==> src/ssf_pkg.sv <==
// Shared types and constants of the shortest-seek-first scheduler.
// Used by every module in src; depends on nothing.
package ssf_pkg;

   localparam int QUEUE_DEPTH_DEF = 32;
   localparam int ID_WIDTH        = 8;
   localparam int TRACK_WIDTH     = 16;
   localparam int LEVEL_WIDTH     = 6;
   localparam int DIST_WIDTH      = TRACK_WIDTH + 1;
   localparam int REQ_DATA_WIDTH  = 24;
   localparam int RSP_DATA_WIDTH  = 48;

   localparam logic [DIST_WIDTH-1:0] DIST_NONE = {1'b1, {TRACK_WIDTH{1'b0}}};

   typedef enum logic {
      FUNC_ADD   = 1'b0,
      FUNC_FETCH = 1'b1
   } ssf_func_type;

   typedef enum logic [1:0] {
      STATUS_QUEUED = 2'd0,
      STATUS_FULL   = 2'd1,
      STATUS_SERVED = 2'd2,
      STATUS_EMPTY  = 2'd3
   } ssf_status_type;

   typedef enum logic [2:0] {
      ST_IDLE,
      ST_SIMPLE,
      ST_SCAN,
      ST_SHIFT,
      ST_REPLY
   } ssf_state_type;

   typedef struct packed {
      logic [ID_WIDTH-1:0]    id;
      logic [TRACK_WIDTH-1:0] track;
   } ssf_entry_type;

   typedef struct packed {
      logic clear;
      logic sample;
   } ssf_seek_ctrl_type;

   typedef struct packed {
      logic [ID_WIDTH-1:0]    id;
      logic [TRACK_WIDTH-1:0] track;
      logic [DIST_WIDTH-1:0]  span;
   } ssf_seek_best_type;

endpackage

==> src/ssf_queue_ram.sv <==
// Request queue storage: one write port, one read port with registered data.
// Depends on ssf_pkg.
module ssf_queue_ram #(
   parameter int DEPTH = ssf_pkg::QUEUE_DEPTH_DEF
) (
   input  logic                          clock,
   input  logic                          wr_en,
   input  logic [$clog2(DEPTH)-1:0]      wr_addr,
   input  ssf_pkg::ssf_entry_type        wr_data,
   input  logic [$clog2(DEPTH)-1:0]      rd_addr,
   output ssf_pkg::ssf_entry_type        rd_data
);
   import ssf_pkg::*;

   ssf_entry_type mem_ff [DEPTH];
   ssf_entry_type rd_data_ff;

   always_ff @(posedge clock) begin
      if (wr_en) begin
         mem_ff[wr_addr] <= wr_data;
      end
      rd_data_ff <= mem_ff[rd_addr];
   end

   assign rd_data = rd_data_ff;

endmodule

==> src/ssf_seek_unit.sv <==
// Shared distance and compare unit: one entry per cycle, keeps the nearest.
// Strict less-than keeps the oldest on ties. Depends on ssf_pkg.
module ssf_seek_unit #(
   parameter int ADDR_WIDTH = $clog2(ssf_pkg::QUEUE_DEPTH_DEF)
) (
   input  logic                               clock,
   input  ssf_pkg::ssf_seek_ctrl_type         ctrl,
   input  logic [ADDR_WIDTH-1:0]              idx,
   input  ssf_pkg::ssf_entry_type             entry,
   input  logic [ssf_pkg::TRACK_WIDTH-1:0]    head,
   output logic [ADDR_WIDTH-1:0]              best_idx,
   output ssf_pkg::ssf_seek_best_type         best
);
   import ssf_pkg::*;

   logic [TRACK_WIDTH-1:0] span;
   logic                   closer;
   logic [ADDR_WIDTH-1:0]  best_idx_ff;
   ssf_seek_best_type      best_ff;

   assign span   = (entry.track >= head) ? (entry.track - head) : (head - entry.track);
   assign closer = {1'b0, span} < best_ff.span;

   always_ff @(posedge clock) begin
      if (ctrl.clear) begin
         best_ff.span <= DIST_NONE;
      end else if (ctrl.sample && closer) begin
         best_ff.span  <= {1'b0, span};
         best_ff.id    <= entry.id;
         best_ff.track <= entry.track;
         best_idx_ff   <= idx;
      end
   end

   assign best_idx = best_idx_ff;
   assign best     = best_ff;

endmodule

==> src/shortest_seek_first_scheduler.sv <==
// Shortest-seek-first disk request scheduler. Requests sit oldest first in a queue memory
// with one write port and one read port. An add is answered from ST_SIMPLE once the output
// register is free. A fetch over n pending requests scans them through one distance
// comparator, one memory read per cycle, then closes the gap by moving each later entry
// up one place, one per cycle. The memory's single read port sets the length of a
// fetch. Ready is high only between items, so the next item can be taken in the cycle
// after a result is loaded; a finished result waits in the output register while the
// next item is taken, and a result still held there delays loading the next one by the
// cycles it waits.
// Depends on ssf_pkg, ssf_queue_ram and ssf_seek_unit.
module shortest_seek_first_scheduler #(
   parameter int QUEUE_DEPTH = ssf_pkg::QUEUE_DEPTH_DEF
) (
   input  logic                                 clock,
   input  logic                                 reset,
   input  logic                                 req_tvalid,
   output logic                                 req_tready,
   // request_id [7:0], track_number [23:8]
   input  logic [ssf_pkg::REQ_DATA_WIDTH-1:0]   req_tdata,
   // func [0]
   input  logic [0:0]                           req_tuser,
   output logic                                 rsp_tvalid,
   input  logic                                 rsp_tready,
   // served_id [7:0], served_track [23:8], seek_distance [39:24], queue_level [45:40]
   output logic [ssf_pkg::RSP_DATA_WIDTH-1:0]   rsp_tdata,
   // status [1:0]
   output logic [1:0]                           rsp_tuser
);
   import ssf_pkg::*;

   localparam int AW = $clog2(QUEUE_DEPTH);
   localparam int CW = $clog2(QUEUE_DEPTH + 1);
   localparam logic [CW-1:0] DEPTH_CNT = CW'(QUEUE_DEPTH);

   ssf_state_type          state_ff, state_in;
   logic [CW-1:0]          count_ff, count_in;
   logic [CW-1:0]          rd_idx_ff, rd_idx_in;
   logic                   inflight_ff, inflight_in;
   logic [AW-1:0]          inflight_idx_ff, inflight_idx_in;
   ssf_func_type           func_ff;
   logic [ID_WIDTH-1:0]    id_ff;
   logic [TRACK_WIDTH-1:0] head_ff;

   logic                   req_fire;
   logic                   out_free;

   logic                   ram_we;
   logic [AW-1:0]          ram_waddr;
   ssf_entry_type          ram_wdata;
   ssf_entry_type          ram_rdata;

   ssf_seek_ctrl_type      seek_ctrl;
   logic [AW-1:0]          best_idx;
   ssf_seek_best_type      best;

   logic                   rsp_valid_ff;
   logic                   rsp_load;
   ssf_status_type         rsp_status_ff, rsp_status_in;
   logic [ID_WIDTH-1:0]    rsp_id_ff, rsp_id_in;
   logic [TRACK_WIDTH-1:0] rsp_track_ff, rsp_track_in;
   logic [TRACK_WIDTH-1:0] rsp_dist_ff, rsp_dist_in;
   logic [LEVEL_WIDTH-1:0] rsp_level_ff;

   assign req_tready = (state_ff == ST_IDLE);
   assign req_fire   = req_tvalid && req_tready;
   assign out_free   = !rsp_valid_ff || rsp_tready;

   ssf_queue_ram #(
      .DEPTH(QUEUE_DEPTH)
   ) u_ram (
      .clock  (clock),
      .wr_en  (ram_we),
      .wr_addr(ram_waddr),
      .wr_data(ram_wdata),
      .rd_addr(rd_idx_ff[AW-1:0]),
      .rd_data(ram_rdata)
   );

   ssf_seek_unit #(
      .ADDR_WIDTH(AW)
   ) u_seek (
      .clock   (clock),
      .ctrl    (seek_ctrl),
      .idx     (inflight_idx_ff),
      .entry   (ram_rdata),
      .head    (head_ff),
      .best_idx(best_idx),
      .best    (best)
   );

   always_ff @(posedge clock) begin
      if (reset) begin
         state_ff     <= ST_IDLE;
         count_ff     <= '0;
         inflight_ff  <= 1'b0;
         rsp_valid_ff <= 1'b0;
      end else begin
         state_ff    <= state_in;
         count_ff    <= count_in;
         inflight_ff <= inflight_in;
         if (rsp_load) begin
            rsp_valid_ff <= 1'b1;
         end else if (rsp_tready) begin
            rsp_valid_ff <= 1'b0;
         end
      end
   end

   always_ff @(posedge clock) begin
      rd_idx_ff       <= rd_idx_in;
      inflight_idx_ff <= inflight_idx_in;
      if (req_fire) begin
         func_ff <= ssf_func_type'(req_tuser[0]);
         id_ff   <= req_tdata[7:0];
         head_ff <= req_tdata[23:8];
      end
      if (rsp_load) begin
         rsp_status_ff <= rsp_status_in;
         rsp_id_ff     <= rsp_id_in;
         rsp_track_ff  <= rsp_track_in;
         rsp_dist_ff   <= rsp_dist_in;
         rsp_level_ff  <= LEVEL_WIDTH'(count_in);
      end
   end

   always_comb begin
      state_in        = state_ff;
      count_in        = count_ff;
      rd_idx_in       = rd_idx_ff;
      inflight_in     = 1'b0;
      inflight_idx_in = inflight_idx_ff;
      ram_we          = 1'b0;
      ram_waddr       = count_ff[AW-1:0];
      ram_wdata.id    = id_ff;
      ram_wdata.track = head_ff;
      seek_ctrl.clear = 1'b0;
      seek_ctrl.sample = 1'b0;
      rsp_load        = 1'b0;
      rsp_status_in   = STATUS_QUEUED;
      rsp_id_in       = '0;
      rsp_track_in    = '0;
      rsp_dist_in     = '0;
      unique case (state_ff)
         ST_IDLE: begin
            if (req_fire) begin
               if (req_tuser[0] == FUNC_ADD || count_ff == '0) begin
                  state_in = ST_SIMPLE;
               end else begin
                  state_in        = ST_SCAN;
                  rd_idx_in       = '0;
                  seek_ctrl.clear = 1'b1;
               end
            end
         end
         ST_SIMPLE: begin
            if (out_free) begin
               rsp_load = 1'b1;
               state_in = ST_IDLE;
               if (func_ff == FUNC_ADD) begin
                  if (count_ff == DEPTH_CNT) begin
                     rsp_status_in = STATUS_FULL;
                  end else begin
                     ram_we   = 1'b1;
                     count_in = count_ff + CW'(1);
                  end
               end else begin
                  rsp_status_in = STATUS_EMPTY;
               end
            end
         end
         ST_SCAN: begin
            seek_ctrl.sample = inflight_ff;
            if (rd_idx_ff < count_ff) begin
               inflight_in     = 1'b1;
               inflight_idx_in = rd_idx_ff[AW-1:0];
               rd_idx_in       = rd_idx_ff + CW'(1);
            end else if (!inflight_ff) begin
               state_in  = ST_SHIFT;
               rd_idx_in = CW'(best_idx) + CW'(1);
            end
         end
         ST_SHIFT: begin
            ram_we    = inflight_ff;
            ram_waddr = inflight_idx_ff;
            ram_wdata = ram_rdata;
            if (rd_idx_ff < count_ff) begin
               inflight_in     = 1'b1;
               inflight_idx_in = AW'(rd_idx_ff - CW'(1));
               rd_idx_in       = rd_idx_ff + CW'(1);
            end else if (!inflight_ff) begin
               count_in = count_ff - CW'(1);
               state_in = ST_REPLY;
            end
         end
         ST_REPLY: begin
            if (out_free) begin
               rsp_load      = 1'b1;
               rsp_status_in = STATUS_SERVED;
               rsp_id_in     = best.id;
               rsp_track_in  = best.track;
               rsp_dist_in   = best.span[TRACK_WIDTH-1:0];
               state_in      = ST_IDLE;
            end
         end
         default: begin
            state_in = ST_IDLE;
         end
      endcase
   end

   assign rsp_tvalid = rsp_valid_ff;
   assign rsp_tuser  = rsp_status_ff;
   assign rsp_tdata  = {2'b00, rsp_level_ff, rsp_dist_ff, rsp_track_ff, rsp_id_ff};

   a_count_bounded: assert property (@(posedge clock) disable iff (reset)
      count_ff <= DEPTH_CNT)
      else $error("queue count beyond depth");

   a_scan_found: assert property (@(posedge clock) disable iff (reset)
      (state_ff == ST_SCAN && state_in == ST_SHIFT) |-> !best.span[TRACK_WIDTH])
      else $error("scan finished without a candidate");

   a_serve_pops: assert property (@(posedge clock) disable iff (reset)
      (state_ff == ST_SHIFT && state_in == ST_REPLY) |=>
         count_ff == $past(count_ff) - CW'(1))
      else $error("served item did not leave the queue");

   a_empty_level: assert property (@(posedge clock) disable iff (reset)
      (rsp_valid_ff && rsp_status_ff == STATUS_EMPTY) |-> rsp_level_ff == '0)
      else $error("empty status with nonzero level");

endmodule

==> config.mk <==
export PLATFORM = sky130hd
export DESIGN_NAME = shortest_seek_first_scheduler
export DESIGN_NICKNAME = d
export VERILOG_FILES = /design/src/ssf_pkg.sv /design/src/ssf_queue_ram.sv /design/src/ssf_seek_unit.sv /design/src/shortest_seek_first_scheduler.sv
export SDC_FILE = /design/constraint.sdc
export NUM_CORES = 1
export LEC_CHECK = 0
export BUFFER_PORTS_ARGS = -buffer_cell sky130_fd_sc_hd__buf_2
export CAP_MARGIN = 20
export CORE_MARGIN = 4
export CORE_UTILIZATION = 55
export CTS_BUF_LIST = sky130_fd_sc_hd__clkbuf_2
export CTS_CLUSTER_DIAMETER = 60
export DETAILED_ROUTE_END_ITERATION = 8
export HOLD_SLACK_MARGIN = 0.15
export PLACE_DENSITY = 0.76
export RECOVER_POWER = 25
export SLEW_MARGIN = 10
export SYNTH_ARGS = -nofsm -noshare
export SYNTH_HDL_FRONTEND = slang
export SYNTH_SLANG_ARGS = --single-unit
==> constraint.sdc <==
create_clock -name clock -period 4.8 [get_ports clock]
set_input_delay 0.72 -clock clock [delete_from_list [all_inputs] [get_ports clock]]
set_output_delay 0.72 -clock clock [all_outputs]
set_load 0.02 [all_outputs]
==> impl_summary.md <==
Run status
The flow ran to the end, but the final reports show violations. The checks that failed: capacitance limit, slew limit.

Timing
For the pin with the worst max-slew slack, the measured transition is 2.56 ns. The aggregate negative setup slack is 0 ns. Based on the critical path, the design can be clocked at up to between 200 and 250 MHz. The count of pins over their slew limit is 177.

The period utilization is a little over nine tenths. The max-slew headroom at the worst pin is -71.0%. On the final layout, the worst clock skew is approximately 0.09 ns. The final setup violation count is 0. The worst path meets setup with about 0.18 ns of slack.

The number of hold violations in the final report is 0. Hold timing on the final database bottoms out at a slack of roughly 0.41 ns. Subtracting the final worst setup slack from the clock period gives 4.62 ns.

Synthesis
Sorting the synthesized cells by area gives the leading types as edfxtp_1, mux4_2, dfxtp_1. The total number of yosys warnings is 0. The synthesized cell area is around 38000 µm². The largest area contributor in the synthesized netlist is edfxtp_1. For this run, asynchronously set or reset flops after synthesis account for 0%. The fraction of the yosys area taken by sequential cells is 73.3%. The most used flip-flop cell after synthesis is edfxtp_1. Of the post-synthesis cell area, the dominant cell type holds a little over two thirds. The flip-flop and latch count after synthesis is 933. By instance count, the leading cell after synthesis is edfxtp_1. The number of enable-type register cells in the synthesized netlist is ~880. The number of distinct standard cells referenced by the synthesized netlist is between 60 and 70. The average instance in the mapped netlist occupies 19.5 µm². After synthesis, the most frequently instantiated cells are edfxtp_1, mux4_2, nor2_1.

The count of mapped cells out of synthesis is around 1900.

Route
The detail route stage leaves a number of antenna-violating nets equal to 0. The final routed wirelength across all metal layers is 88500 µm. The total iterations of the first detailed-routing run is 6.

After detailed routing, the number of remaining DRC violations is 0. Dividing the detail-routed via count by the number of cells gives 6.15. The routed length per placed instance is roughly 27 µm. The number of vias in the routed layout is around 20000.

For this block, the initial DRC count from the detailed router was 2451.

CTS
In this run the number of H-tree levels came out at 4. The number of CTS-inserted buffers is approximately 210. At the later pin of the worst-skew pair, clock insertion delay measures 1.39 ns. The number of clock sinks is ~930. The buffer levels on the longest clock path is 3.

TritonCTS built the clock tree. The library cell used as clock root buffer is clkbuf_2. The clock edge transition at the registers on the reported setup and hold paths is 0.12 ns.

Setup path
The longest individual stage delay on the worst path is a little over 0.4 ns. The worst setup path is launched from a register. Measured in cells, the most critical reg-to-reg path has a length of 19. The required time at the endpoint of the critical path is 6.11 ns. Data on the critical path arrives at its endpoint at 5.93 ns.

The worst setup slack for register-to-register paths is between 0.15 and 0.2 ns. The reg-to-reg endpoint is u_seek.best[6]$_SDFFE_PP0P_. Along the worst path, the maximum fanout reaches 7. The kind of capture point of the worst setup path is a register. Traced cell by cell, the critical path runs through inv_1 -> ha_1 -> nand4_2 -> o21ai_0 -> nor2_1 -> a21oi_4 -> nand2b_4 -> buf_4 -> a211oi_2 -> xnor2_1 -> ha_1 -> a21o_1 -> a21oi_1 -> o21ai_0 -> a21o_1 -> a311o_1 -> or3_1 -> mux2i_1 -> a311o_1.

The most critical setup path has its startpoint at head_ff[4]$_DFFE_PP_. On the critical path, the stage with the largest delay is an instance of ha_1. The most critical setup path has its endpoint at u_seek.best[6]$_SDFFE_PP0P_. The worst setup path is of the reg2reg kind.

The worst register-to-register path begins at head_ff[4]$_DFFE_PP_.

Die
From left edge to right edge, the die measures between 200 and 300 µm. The initial core utilization is around 56%. Row generation in the floorplan step produced 95 rows. In this run the standard cell core region covers roughly 67000 µm². The die is 269 µm tall. The area of the die is roughly 72000 µm². The top-level I/O count is between 80 and 90.

Power
Summed over all cells, the static leakage comes to about 14 nW. The proportion of power drawn by the clock network is about 29%. In this run the power spent charging and discharging nets is 4.69 mW. The internal cell power is ~12 mW. In this run the power density over the cells is ~400 nW/µm². The design draws ~17 mW. VDD sags by at most about 0.00023 V.

Sequential cells account for between 50 and 60% of the total power. The fraction of power consumed by combinational cells is 15.3%. In this run switching power makes up 27.6% of total power.

Placed design
Detailed placement ended at an HPWL of 50500 µm. The routability congestion estimate is around 0.87. During placement, the flow inserted port buffers numbering a little under 80.

Before CTS, the worst setup slack after placement is between 0.05 and 0.06 ns.

Global route
Global routing used around a quarter of the available tracks across all layers. The via count of the first global-routing pass was between 20000 and 25000. The total congestion overflow after global routing is 0. Entering global routing, the biggest net connects 158 pins. The initial antenna violation count came to 3. The first-pass GRT wire length is between 100000 and 150000 µm.

Finish
The share of final-layout standard cells stronger than drive strength 1 is 32.1%. The count of filler cells inserted in the layout is approximately 4700. The core utilization of the finished layout is between 60 and 70%.

In the final layout, the multi-input gates occupy between 9000 and 10000 µm². The growth of design area from synthesis to finish is 12.9%. The net count reported at finish is between 2000 and 2500.

Across the whole layout, storage elements account for around 27000 µm².

Job
The max-capacitance violation count is 2.

Min path
The path class of the tightest hold or removal check is reg2reg.
[through the flow]
step           cells  area (µm²)
2_1_floorplan   1925       37500
3_3_place_gp    2848       39500
3_5_place_dp    2849       39500
4_1_cts         3283       42000
5_1_grt         3307       42300
6_report        3307       42300
[area by class of cell]
cell class / count / share of cell area, %
flip-flops and latches: 933 / 64.9
multi-input cells: 825 / 23.4
repair buffers: 225 / 3.86
clock buffers: 318 / 3.76
well taps: 873 / 2.58
clock inverters: 61 / 0.827
inverters: 68 / 0.603
diodes: 4 / 0.0236
[registers in the layout (all words and copies together) (netlist names), 2 cells and up]
register,count
u_ram.mem_ff,768
u_seek.best,41
u_ram.rd_data,24
head_ff,16
rsp_dist_ff,16
rsp_track_ff,16
id_ff,8
rsp_id_ff,8
count_ff,6
rd_idx_ff,6
rsp_level_ff,6
inflight_idx_ff,5
u_seek.best_idx,5
state_ff,3
rsp_tuser,2
[worst max-delay path: cells and delay by family, from the launching register on]
kind / cells / cell delay (ns)
AO/OA/AOI/OAI: 9 / 1.79
AND/OR/NAND/NOR: 4 / 0.94
adder cells (fa/ha/maj): 2 / 0.72
flip-flops: 1 / 0.38
XOR/XNOR: 1 / 0.32
buffers and inverters: 2 / 0.24
multiplexers: 1 / 0.17
[timing repair]
action                                  in CTS  in global routing
endpoints found under the setup margin       4                 46
hold endpoints to repair                   131                  0
hold buffers                                55                  0
pin swaps                                    0                 11
buffers inserted                             0                 13
resized for setup                            1                 54
gates cloned                                 0                  1
[power by group through the flow]
stage	clock, mW	combinational, mW	sequential, mW
after global placement	0	2.24	9.59
after detailed placement	0	2.31	9.60
after global routing	5.55	2.81	9.45
after floorplan	0	1.55	9.63
final	4.97	2.60	9.42
after CTS	5.11	2.36	9.41
[kinds of logic after synthesis]
kind of cell	Yosys count	share of synthesized area (%)
multiplexers	283	15.7
flip-flops	933	73.3
buffers and inverters	167	1.86
other	1	0.0100
XOR/XNOR	26	0.607
AND/OR/NAND/NOR	289	3.70
adder cells (fa/ha/maj)	59	2.01
AO/OA/AOI/OAI	166	2.84
[cells in the final DEF (no fill, tap or decap), types with 11 or more instances in the layout]
| cell type | instances |
|---|---|
| edfxtp_1 | 881 |
| xnor2_1 | 12 |
| mux4_2 | 240 |
| and2_0 | 19 |
| a21oi_1 | 40 |
| nor3_1 | 13 |
| and2_1 | 11 |
| clkinv_1 | 45 |
| nand2_1 | 83 |
| mux2_1 | 14 |
| a21o_1 | 16 |
| o21ai_0 | 27 |
| dlygate4sd3_1 | 55 |
| dfxtp_1 | 52 |
| nand3_1 | 15 |
| mux2_2 | 14 |
| nor2_4 | 33 |
| inv_1 | 64 |
| mux2i_1 | 11 |
| clkbuf_1 | 66 |
| buf_4 | 67 |
| clkbuf_2 | 319 |
| buf_2 | 24 |
| xor2_1 | 11 |
| nor4_1 | 16 |
| nor2_1 | 52 |
| ha_1 | 50 |
[metal layers]
layer / up-vias / global-route usage [%] / routed length [µm]
li1: 8591 / - / -
met1: 10400 / 33.4 / 33500
met2: 1220 / 38.0 / 42900
met3: 183 / 6.13 / 9330
met4: 0 / 9.77 / 2810
met5: - / 0 / 0
[worst min-delay path by stage]
stage	startpoint	endpoint	cells past startpoint
global route	req_tuser	state_ff[1]$_SDFFE_PP0P_	5
global placement	u_ram.rd_data[19]$_DFF_P_	u_seek.best[36]$_DFFE_PP_	0
finish	u_ram.rd_data[16]$_DFF_P_	u_seek.best[33]$_DFFE_PP_	0
detailed placement	u_ram.rd_data[22]$_DFF_P_	u_seek.best[39]$_DFFE_PP_	0
CTS	req_tuser	state_ff[1]$_SDFFE_PP0P_	5
floorplan	u_ram.rd_data[16]$_DFF_P_	u_seek.best[33]$_DFFE_PP_	0
Note: power is estimated with default switching activity, not from simulation.
